--- src/hdl/display_command_framer_core_defines.svh ---
// Assertion macros used by the framer RTL.
// Each macro expects clk and rst_n in scope.
`ifndef DISPLAY_COMMAND_FRAMER_CORE_DEFINES_SVH
`define DISPLAY_COMMAND_FRAMER_CORE_DEFINES_SVH

// Same-cycle implication.
`define DCF_ASSERT_NOW(lbl, ante, cons, msg) \
  lbl: assert property (@(posedge clk) disable iff (!rst_n) (ante) |-> (cons)) \
    else $error(msg);

// Next-cycle implication.
`define DCF_ASSERT_NEXT(lbl, ante, cons, msg) \
  lbl: assert property (@(posedge clk) disable iff (!rst_n) (ante) |=> (cons)) \
    else $error(msg);

`endif

--- src/hdl/dcf_pkg.sv ---
// ----------------------------------------------------------------------------
// dcf_pkg
// Constants, microcode format and microcode ROM of the display command framer.
// ----------------------------------------------------------------------------
package dcf_pkg;

  localparam int TEXT_DEPTH_DEF = 32;
  localparam int STEP_W         = 5;

  // Operation codes
  localparam logic [3:0] OP_CLEAR    = 4'd0;
  localparam logic [3:0] OP_PIXEL    = 4'd1;
  localparam logic [3:0] OP_RECT     = 4'd2;
  localparam logic [3:0] OP_LINE     = 4'd3;
  localparam logic [3:0] OP_LIGHT    = 4'd4;
  localparam logic [3:0] OP_SOUND    = 4'd5;
  localparam logic [3:0] OP_CONTRAST = 4'd6;
  localparam logic [3:0] OP_INVERT   = 4'd7;
  localparam logic [3:0] OP_APPEND   = 4'd8;
  localparam logic [3:0] OP_SEND     = 4'd9;

  // Frame bytes
  localparam logic [7:0] BYTE_START = 8'hAA;
  localparam logic [7:0] BYTE_END   = 8'h55;
  localparam logic [7:0] BYTE_ZERO  = 8'h00;
  localparam logic [7:0] TEXT_LEN_BASE = 8'h09;

  localparam logic [7:0] LEN_CLEAR = 8'h06;
  localparam logic [7:0] LEN_PIXEL = 8'h08;
  localparam logic [7:0] LEN_BOX   = 8'h10;
  localparam logic [7:0] LEN_VALUE = 8'h07;

  localparam logic [7:0] CODE_CLEAR    = 8'h02;
  localparam logic [7:0] CODE_PIXEL    = 8'h09;
  localparam logic [7:0] CODE_RECT     = 8'h07;
  localparam logic [7:0] CODE_LINE     = 8'h12;
  localparam logic [7:0] CODE_LIGHT    = 8'h14;
  localparam logic [7:0] CODE_SOUND    = 8'h06;
  localparam logic [7:0] CODE_CONTRAST = 8'h11;
  localparam logic [7:0] CODE_INVERT   = 8'h15;

  // Byte source select
  localparam logic [3:0] SRC_START = 4'd0;
  localparam logic [3:0] SRC_LEN   = 4'd1;
  localparam logic [3:0] SRC_ZERO  = 4'd2;
  localparam logic [3:0] SRC_CODE  = 4'd3;
  localparam logic [3:0] SRC_X     = 4'd4;
  localparam logic [3:0] SRC_Y     = 4'd5;
  localparam logic [3:0] SRC_W     = 4'd6;
  localparam logic [3:0] SRC_H     = 4'd7;
  localparam logic [3:0] SRC_V     = 4'd8;
  localparam logic [3:0] SRC_TEXT  = 4'd9;
  localparam logic [3:0] SRC_CSUM  = 4'd10;
  localparam logic [3:0] SRC_END   = 4'd11;

  // Sequencing
  localparam logic [2:0] JMP_NEXT      = 3'd0;
  localparam logic [2:0] JMP_DISPATCH  = 3'd1;
  localparam logic [2:0] JMP_TAIL      = 3'd2;
  localparam logic [2:0] JMP_SKIPEMPTY = 3'd3;
  localparam logic [2:0] JMP_TEXTLOOP  = 3'd4;
  localparam logic [2:0] JMP_DONE      = 3'd5;

  // Program addresses
  localparam logic [STEP_W-1:0] PC_START   = 5'd0;
  localparam logic [STEP_W-1:0] PC_PIXEL   = 5'd4;
  localparam logic [STEP_W-1:0] PC_BOX     = 5'd6;
  localparam logic [STEP_W-1:0] PC_VALUE   = 5'd10;
  localparam logic [STEP_W-1:0] PC_TEXT    = 5'd11;
  localparam logic [STEP_W-1:0] PC_TXTBYTE = 5'd14;
  localparam logic [STEP_W-1:0] PC_TERM    = 5'd15;
  localparam logic [STEP_W-1:0] PC_TAIL    = 5'd16;

  typedef struct packed {
    logic [3:0] src;
    logic [2:0] jmp;
    logic       sum_en;
  } uword_t;

  function automatic uword_t ucode(input logic [STEP_W-1:0] pc);
    uword_t w;
    unique case (pc)
      5'd0:    w = '{SRC_START, JMP_NEXT,      1'b0};
      5'd1:    w = '{SRC_LEN,   JMP_NEXT,      1'b1};
      5'd2:    w = '{SRC_ZERO,  JMP_NEXT,      1'b1};
      5'd3:    w = '{SRC_CODE,  JMP_DISPATCH,  1'b1};
      5'd4:    w = '{SRC_X,     JMP_NEXT,      1'b1};
      5'd5:    w = '{SRC_Y,     JMP_TAIL,      1'b1};
      5'd6:    w = '{SRC_X,     JMP_NEXT,      1'b1};
      5'd7:    w = '{SRC_Y,     JMP_NEXT,      1'b1};
      5'd8:    w = '{SRC_W,     JMP_NEXT,      1'b1};
      5'd9:    w = '{SRC_H,     JMP_TAIL,      1'b1};
      5'd10:   w = '{SRC_V,     JMP_TAIL,      1'b1};
      5'd11:   w = '{SRC_X,     JMP_NEXT,      1'b1};
      5'd12:   w = '{SRC_Y,     JMP_NEXT,      1'b1};
      5'd13:   w = '{SRC_W,     JMP_SKIPEMPTY, 1'b1};
      5'd14:   w = '{SRC_TEXT,  JMP_TEXTLOOP,  1'b1};
      5'd15:   w = '{SRC_ZERO,  JMP_NEXT,      1'b1};
      5'd16:   w = '{SRC_CSUM,  JMP_NEXT,      1'b0};
      5'd17:   w = '{SRC_END,   JMP_DONE,      1'b0};
      default: w = '{SRC_END,   JMP_DONE,      1'b0};
    endcase
    return w;
  endfunction

  function automatic logic [STEP_W-1:0] dispatch(input logic [3:0] op);
    logic [STEP_W-1:0] pc;
    unique case (op)
      OP_PIXEL:                                       pc = PC_PIXEL;
      OP_RECT, OP_LINE:                               pc = PC_BOX;
      OP_LIGHT, OP_SOUND, OP_CONTRAST, OP_INVERT:     pc = PC_VALUE;
      OP_SEND:                                        pc = PC_TEXT;
      default:                                        pc = PC_TAIL;
    endcase
    return pc;
  endfunction

  function automatic logic [7:0] fixed_len(input logic [3:0] op);
    logic [7:0] b;
    unique case (op)
      OP_PIXEL:         b = LEN_PIXEL;
      OP_RECT, OP_LINE: b = LEN_BOX;
      OP_LIGHT, OP_SOUND, OP_CONTRAST, OP_INVERT: b = LEN_VALUE;
      default:          b = LEN_CLEAR;
    endcase
    return b;
  endfunction

  function automatic logic [7:0] fixed_code(input logic [3:0] op);
    logic [7:0] b;
    unique case (op)
      OP_PIXEL:    b = CODE_PIXEL;
      OP_RECT:     b = CODE_RECT;
      OP_LINE:     b = CODE_LINE;
      OP_LIGHT:    b = CODE_LIGHT;
      OP_SOUND:    b = CODE_SOUND;
      OP_CONTRAST: b = CODE_CONTRAST;
      OP_INVERT:   b = CODE_INVERT;
      default:     b = CODE_CLEAR;
    endcase
    return b;
  endfunction

endpackage

--- src/hdl/dcf_ram.sv ---
// ----------------------------------------------------------------------------
// dcf_ram
// Single write port, single read port RAM with registered read data.
// ----------------------------------------------------------------------------
module dcf_ram #(
  parameter int WIDTH = 8,
  parameter int DEPTH = dcf_pkg::TEXT_DEPTH_DEF
) (
  input  logic                                       clk,
  input  logic                                       we,
  input  logic [((DEPTH > 1) ? $clog2(DEPTH) : 1)-1:0] waddr,
  input  logic [WIDTH-1:0]                           wdata,
  input  logic [((DEPTH > 1) ? $clog2(DEPTH) : 1)-1:0] raddr,
  output logic [WIDTH-1:0]                           rdata
);

  logic [WIDTH-1:0] mem_r [DEPTH];

  always_ff @(posedge clk) begin
    if (we) begin
      mem_r[waddr] <= wdata;
    end
    rdata <= mem_r[raddr];
  end

endmodule

--- src/hdl/display_command_framer_core.sv ---
// ----------------------------------------------------------------------------
// display_command_framer_core
// Turns display commands into serial byte frames, one byte per transaction.
// ----------------------------------------------------------------------------
// Each frame command produces one frame, one byte per output transaction:
// AA, length, 00, code, parameters, checksum, 55, with last_byte set on the 55.
// A small microcode ROM steps through the frame one control word per output
// byte. A command holds in_stall high while its frame is produced, including
// any time the output is stalled; frames run from 6 bytes (clear) to
// TEXT_DEPTH + 10 bytes (full text frame, 42 at the default depth). An
// append-text command raises no in_stall and produces nothing; bytes beyond
// TEXT_DEPTH are dropped. Codes 10 to 15 are consumed with no output and
// raise no in_stall.
module display_command_framer_core #(
  parameter int TEXT_DEPTH = dcf_pkg::TEXT_DEPTH_DEF
) (
  input  logic       clk,
  input  logic       rst_n,
  input  logic       in_valid,
  output logic       in_stall,
  input  logic [3:0] in_operation,
  input  logic [7:0] in_pos_x,
  input  logic [7:0] in_pos_y,
  input  logic [7:0] in_extent_w,
  input  logic [7:0] in_extent_h,
  input  logic [7:0] in_setting_value,
  output logic       out_valid,
  input  logic       out_stall,
  output logic [7:0] out_frame_byte,
  output logic       out_last_byte
);

`include "display_command_framer_core_defines.svh"

  localparam int AW = (TEXT_DEPTH > 1) ? $clog2(TEXT_DEPTH) : 1;
  localparam int CW = $clog2(TEXT_DEPTH + 1);

  logic                        busy_r, busy_nxt;
  logic [dcf_pkg::STEP_W-1:0]  step_r, step_nxt;
  logic [3:0]                  op_r, op_nxt;
  logic [7:0]                  x_r, x_nxt, y_r, y_nxt, w_r, w_nxt, h_r, h_nxt, v_r, v_nxt;
  logic [CW-1:0]               cnt_r, cnt_nxt;
  logic [AW-1:0]               idx_r, idx_nxt;
  logic [7:0]                  csum_r, csum_nxt;
  logic                        out_valid_r, out_valid_nxt;
  logic [7:0]                  out_byte_r, out_byte_nxt;
  logic                        out_last_r, out_last_nxt;

  dcf_pkg::uword_t             uw;
  logic [7:0]                  byte_sel;
  logic [7:0]                  text_rdata;
  logic                        adv, fire, accept, text_we, more_text;

  dcf_ram #(
    .WIDTH (8),
    .DEPTH (TEXT_DEPTH)
  ) u_text_ram (
    .clk   (clk),
    .we    (text_we),
    .waddr (cnt_r[AW-1:0]),
    .wdata (in_setting_value),
    .raddr (idx_nxt),
    .rdata (text_rdata)
  );

  assign in_stall       = busy_r;
  assign out_valid      = out_valid_r;
  assign out_frame_byte = out_byte_r;
  assign out_last_byte  = out_last_r;

  always_comb begin
    uw        = dcf_pkg::ucode(step_r);
    adv       = !out_valid_r || !out_stall;
    fire      = busy_r && adv;
    accept    = in_valid && !busy_r;
    more_text = (CW'(idx_r) + CW'(1)) < cnt_r;

    unique case (uw.src)
      dcf_pkg::SRC_START: byte_sel = dcf_pkg::BYTE_START;
      dcf_pkg::SRC_LEN:   byte_sel = (op_r == dcf_pkg::OP_SEND) ?
                                     8'(cnt_r) + dcf_pkg::TEXT_LEN_BASE :
                                     dcf_pkg::fixed_len(op_r);
      dcf_pkg::SRC_ZERO:  byte_sel = dcf_pkg::BYTE_ZERO;
      dcf_pkg::SRC_CODE:  byte_sel = (op_r == dcf_pkg::OP_SEND) ? v_r :
                                     dcf_pkg::fixed_code(op_r);
      dcf_pkg::SRC_X:     byte_sel = x_r;
      dcf_pkg::SRC_Y:     byte_sel = y_r;
      dcf_pkg::SRC_W:     byte_sel = w_r;
      dcf_pkg::SRC_H:     byte_sel = h_r;
      dcf_pkg::SRC_V:     byte_sel = v_r;
      dcf_pkg::SRC_TEXT:  byte_sel = text_rdata;
      dcf_pkg::SRC_CSUM:  byte_sel = csum_r;
      default:            byte_sel = dcf_pkg::BYTE_END;
    endcase

    busy_nxt      = busy_r;
    step_nxt      = step_r;
    op_nxt        = op_r;
    x_nxt         = x_r;
    y_nxt         = y_r;
    w_nxt         = w_r;
    h_nxt         = h_r;
    v_nxt         = v_r;
    cnt_nxt       = cnt_r;
    idx_nxt       = idx_r;
    csum_nxt      = csum_r;
    out_valid_nxt = out_valid_r;
    out_byte_nxt  = out_byte_r;
    out_last_nxt  = out_last_r;
    text_we       = 1'b0;

    if (accept) begin
      op_nxt = in_operation;
      x_nxt  = in_pos_x;
      y_nxt  = in_pos_y;
      w_nxt  = in_extent_w;
      h_nxt  = in_extent_h;
      v_nxt  = in_setting_value;
      if (in_operation == dcf_pkg::OP_APPEND) begin
        if (cnt_r < CW'(TEXT_DEPTH)) begin
          text_we = 1'b1;
          cnt_nxt = cnt_r + CW'(1);
        end
      end else if (in_operation <= dcf_pkg::OP_INVERT || in_operation == dcf_pkg::OP_SEND) begin
        busy_nxt = 1'b1;
        step_nxt = dcf_pkg::PC_START;
        csum_nxt = '0;
        idx_nxt  = '0;
      end
    end

    if (adv) begin
      out_valid_nxt = busy_r;
    end

    if (fire) begin
      out_byte_nxt = byte_sel;
      out_last_nxt = (uw.jmp == dcf_pkg::JMP_DONE);
      if (uw.sum_en) begin
        csum_nxt = csum_r + byte_sel;
      end
      unique case (uw.jmp)
        dcf_pkg::JMP_DISPATCH:  step_nxt = dcf_pkg::dispatch(op_r);
        dcf_pkg::JMP_TAIL:      step_nxt = dcf_pkg::PC_TAIL;
        dcf_pkg::JMP_SKIPEMPTY: step_nxt = (cnt_r == '0) ? dcf_pkg::PC_TERM :
                                                           dcf_pkg::PC_TXTBYTE;
        dcf_pkg::JMP_TEXTLOOP: begin
          if (more_text) begin
            step_nxt = dcf_pkg::PC_TXTBYTE;
            idx_nxt  = idx_r + AW'(1);
          end else begin
            step_nxt = dcf_pkg::PC_TERM;
          end
        end
        dcf_pkg::JMP_DONE: begin
          step_nxt = dcf_pkg::PC_START;
          busy_nxt = 1'b0;
          if (op_r == dcf_pkg::OP_SEND) begin
            cnt_nxt = '0;
          end
        end
        default:                step_nxt = step_r + dcf_pkg::STEP_W'(1);
      endcase
    end
  end

  always_ff @(posedge clk) begin
    if (!rst_n) begin
      busy_r      <= 1'b0;
      step_r      <= dcf_pkg::PC_START;
      cnt_r       <= '0;
      idx_r       <= '0;
      csum_r      <= '0;
      out_valid_r <= 1'b0;
    end else begin
      busy_r      <= busy_nxt;
      step_r      <= step_nxt;
      cnt_r       <= cnt_nxt;
      idx_r       <= idx_nxt;
      csum_r      <= csum_nxt;
      out_valid_r <= out_valid_nxt;
    end
  end

  always_ff @(posedge clk) begin
    op_r       <= op_nxt;
    x_r        <= x_nxt;
    y_r        <= y_nxt;
    w_r        <= w_nxt;
    h_r        <= h_nxt;
    v_r        <= v_nxt;
    out_byte_r <= out_byte_nxt;
    out_last_r <= out_last_nxt;
  end

  `DCF_ASSERT_NOW(a_cnt_bound, 1'b1, cnt_r <= CW'(TEXT_DEPTH), "text count beyond depth")
  `DCF_ASSERT_NOW(a_idle_step, !busy_r, step_r == dcf_pkg::PC_START, "sequencer not parked")
  `DCF_ASSERT_NOW(a_frame_end, $fell(busy_r), out_valid_r && out_last_r &&
                  out_byte_r == dcf_pkg::BYTE_END, "frame ended without closing byte")
  `DCF_ASSERT_NEXT(a_send_clears, fire && uw.jmp == dcf_pkg::JMP_DONE &&
                   op_r == dcf_pkg::OP_SEND, cnt_r == '0, "text store not emptied")

endmodule

--- config.mk ---
export PLATFORM = sky130hd
export DESIGN_NAME = display_command_framer_core
export DESIGN_NICKNAME = d
export VERILOG_FILES = /design/src/hdl/dcf_pkg.sv /design/src/hdl/dcf_ram.sv /design/src/hdl/display_command_framer_core.sv
export VERILOG_INCLUDE_DIRS = /design/src /design/src/hdl
export SDC_FILE = /design/constraint.sdc
export NUM_CORES = 1
export LEC_CHECK = 0
export ABC_AREA = 0
export BUFFER_PORTS_ARGS = -buffer_cell sky130_fd_sc_hd__buf_2
export CORE_MARGIN = 3
export CORE_UTILIZATION = 51
export DETAILED_ROUTE_END_ITERATION = 6
export GPL_ROUTABILITY_DRIVEN = 0
export HOLD_SLACK_MARGIN = 0.1
export PLACE_DENSITY = 0.68
export SETUP_SLACK_MARGIN = 0.1
export SYNTH_ARGS = -nofsm -noshare
export SYNTH_HDL_FRONTEND = slang
export SYNTH_HIERARCHICAL = 1
export SYNTH_SLANG_ARGS = --single-unit
--- constraint.sdc ---
create_clock -name clk -period 5.1 [get_ports clk]
set_input_delay 0.255 -clock clk [delete_from_list [all_inputs] [get_ports clk]]
set_output_delay 0.255 -clock clk [all_outputs]
set_load 0.05 [all_outputs]
==> impl_metrics.env <==
export IMPL_final_hold_violation_count=0
export IMPL_flow_area_growth_from_synthesis_pct=15.1
export IMPL_finalSetupViolCount=0
export IMPL_asyncSetResetFlopFracSynth_pct=0
export IMPL_synth_enable_flop_cells=309
export IMPL_io_pins=59
export IMPL_total_routed_wirelength_um=32500
export IMPL_synthesis_area_um2=15100
export IMPL_slew_viol_final=0
export IMPL_fp_coreArea_um2=28900
export IMPL_critical_path_class="reg -> reg"
export IMPL_finalSetupTns_ns=0
export IMPL_post_cts_resize_count=0
export IMPL_floorplan_rows=62
export IMPL_outcome="completed"
export IMPL_postCtsHoldBufs=37
export IMPL_synth_ff_latch_count=356
export IMPL_syn_instance_count=923
export IMPL_vias_per_cell=6.05
export IMPL_crit_share_post_route_pct=86.6
export IMPL_placedInstanceArea_um2=15800
export IMPL_synthesized_area_per_cell_um2=16.4
export IMPL_timing_max_cap_violations=0
export IMPL_first_iter_violations=805
export IMPL_worst_ep_required_time_ns=5.51
export IMPL_num_vias=8685
export IMPL_cts_tree="yes"
export IMPL_hpwlAfterDp_um=20800
export IMPL_nNetsFinal=1091
export IMPL_drive_gt1_share_pct=22.5
export IMPL_fmax_mhz=226
export IMPL_worst_slew_pin_transition_ns=1.05
export IMPL_worst_slew_margin_rel_pct=29.7
export IMPL_cts_buffers_inserted=37
export IMPL_pre_cts_ws_ns=0.641
export IMPL_clock_root_buffer="sky130_fd_sc_hd__clkbuf_16"
export IMPL_ir_drop_mv=0.315
export IMPL_yosysTopAreaCellShare_pct=61.4
export IMPL_yosys_cell_types_count=82
export IMPL_netlist_top_cells_area="sky130_fd_sc_hd__edfxtp_1 (61%), sky130_fd_sc_hd__mux4_2 (12%), sky130_fd_sc_hd__dfxtp_1 (6.2%), sky130_fd_sc_hd__nor2_1 (1.8%), sky130_fd_sc_hd__ha_1 (1.7%)"
export IMPL_grt_pass1_vias=8521
export IMPL_p_leak_nw=5.67
export IMPL_crit_path_end_kind="flop"
export IMPL_grt_antenna_before_repair=0
export IMPL_filler_cell_count=2072
export IMPL_synth_area_leader_cell="sky130_fd_sc_hd__edfxtp_1"
export IMPL_latest_clock_arrival_within_the_worst_skew_pair_ns=0.53
export IMPL_cts_reportedPaths_clkPinSlew_ns=0.06
export IMPL_ys_flop_type="sky130_fd_sc_hd__edfxtp_1"
export IMPL_synth_nets=992
export IMPL_fin_cells=1435
export IMPL_gr_usage_all_layers_pct=21.0
export IMPL_floorplan_initialDensity_pct=52.2
export IMPL_die_w_um=178
export IMPL_rsz0062_at_grt="false"
export IMPL_timing_critical_path_from_type="flop"
export IMPL_globalRouteOverflowTotal=0
export IMPL_mostFrequentLayoutCell="sky130_fd_sc_hd__edfxtp_1"
export IMPL_cts_htree_levels=2
export IMPL_dieHeight_um=178
export IMPL_cts_sinks=356
export IMPL_cts_buffer_depth=3
export IMPL_wire_per_inst_um=22.7
export IMPL_place_inst=1330
export IMPL_layout_cell_area_non_filler_um2=17400
export IMPL_drc=0
export IMPL_port_buffers=58
export IMPL_yosys_warnings=6
export IMPL_final_setup_worst_slack_ns=0.685
export IMPL_power_density_nw_per_um2=357
export IMPL_critical_path_arrival_ns=4.83
export IMPL_num_antenna_cells=0
export IMPL_grt_first_pass_wirelength_um=50400
export IMPL_detail_route_antenna_nets=0
export IMPL_grt_start_max_net_pins=55
export IMPL_cp_max_fo=23
export IMPL_dieArea_um2=31700
export IMPL_layout_cells_most_common_list="sky130_fd_sc_hd__edfxtp_1 (309), sky130_fd_sc_hd__mux4_2 (81), sky130_fd_sc_hd__nor2_1 (71), sky130_fd_sc_hd__buf_2 (58), sky130_fd_sc_hd__dfxtp_1 (47)"
export IMPL_worstHoldPathType="in -> reg"
export IMPL_total_power_w=0.00620
export IMPL_ys_seq_area_share_pct=67.7
export IMPL_post_route_min_period_ns=4.42
export IMPL_clock_skew_ns=0.0147
export IMPL_drt_pass1_iterations=6
export IMPL_cts_setup_buffers=0
sequential cells by signal, indices dropped and copies added (netlist names), named ones only:
name,count
u_text_ram/mem_r,256
cnt_r,6
y_r,8
out_frame_byte,8
w_r,8
v_r,8
x_r,8
op_r,4
out_last_byte,1
uw,8
step_r,5
out_valid,1
u_text_ram/rdata,8
csum_r,8
in_stall,1
idx_r,5
h_r,8
stage by stage:
step	utilization (%)	hold WS, ns
floorplan	-	0.354
global placement	54.4	0.431
detailed placement	54.4	0.434
CTS	60.1	0.131
global route	60.1	0.151
finish	60.1	0.143
kinds of logic after synthesis:
logic type,synth area share [%]
fa+ha+maj,1.79
buf+inv,2.38
xor+xnor,0.928
simple gates,7.74
flops,67.7
mux,13.5
compound gates,6.00
final cells by class:
class	instances	area, µm²	share of cell area (%)
clock buffers	45	997	5.74
clock inverters	23	258	1.48
inverters	30	118	0.677
multi-input cells	491	4550	26.2
flip-flops and latches	356	10200	58.8
well taps	384	480	2.76
repair buffers	106	756	4.35
synth_stat cells (all sizes together), types with 6 or more instances:
cell type,instances
ha,20
nor2b,14
mux2,12
or3,6
nand2,32
clkbuf,19
nor3b,8
nor2,71
edfxtp,309
a31oi,9
buf,27
nand4,6
xnor2,13
dfxtp,47
a21oi,34
inv,30
o21ai,29
mux2i,8
nand3b,8
and2,11
nand3,24
nor3,15
mux4,81
power by group:
group	total, W	switching [W]	internal, W
clock network	0.00275	0.00109	0.00166
logic	0.000223	0.000143	0.0000794
registers	0.00323	0.0000236	0.00321
worst max-delay path, cell delays in order (launching register included):
cell and delay [ns]:
sky130_fd_sc_hd__dfxtp_1 0.46, sky130_fd_sc_hd__ha_1 0.25, sky130_fd_sc_hd__nand3_1 0.11, sky130_fd_sc_hd__xnor2_1 0.17, sky130_fd_sc_hd__ha_1 0.21, sky130_fd_sc_hd__a2111oi_0 0.35
sky130_fd_sc_hd__a21oi_1 0.19, sky130_fd_sc_hd__and2b_1 0.38, sky130_fd_sc_hd__mux2i_4 0.38, sky130_fd_sc_hd__buf_4 0.47, sky130_fd_sc_hd__mux4_2 0.55, sky130_fd_sc_hd__mux4_2 0.50
sky130_fd_sc_hd__mux2_2 0.28
final timing paths:
path / from / to / slack (ns) / depth (start not counted)
setup / recovery: idx_r[0]$_SDFF_PN0_ / u_text_ram/rdata[5]$_DFF_P_ / 0.68 / 12
hold / removal: rst_n / in_stall$_SDFF_PN0_ / 0.14 / 3
setup reg to reg: idx_r[0]$_SDFF_PN0_ / u_text_ram/rdata[5]$_DFF_P_ / 0.68 / 12
hold reg to reg: csum_r[3]$_SDFF_PN0_ / csum_r[3]$_SDFF_PN0_ / 0.49 / 2
per-layer routing:
layer / GRT usage, % / vias to the layer above / share of wire [%]
met2: 33.4 / 327 / 48
li1: - / 3858 / -
met1: 30.6 / 4443 / 43
met3: 3.38 / 57 / 6.5
met5: 0 / - / 0
met4: 5.46 / 0 / 2.3
Power figures use the tool's default switching activity.
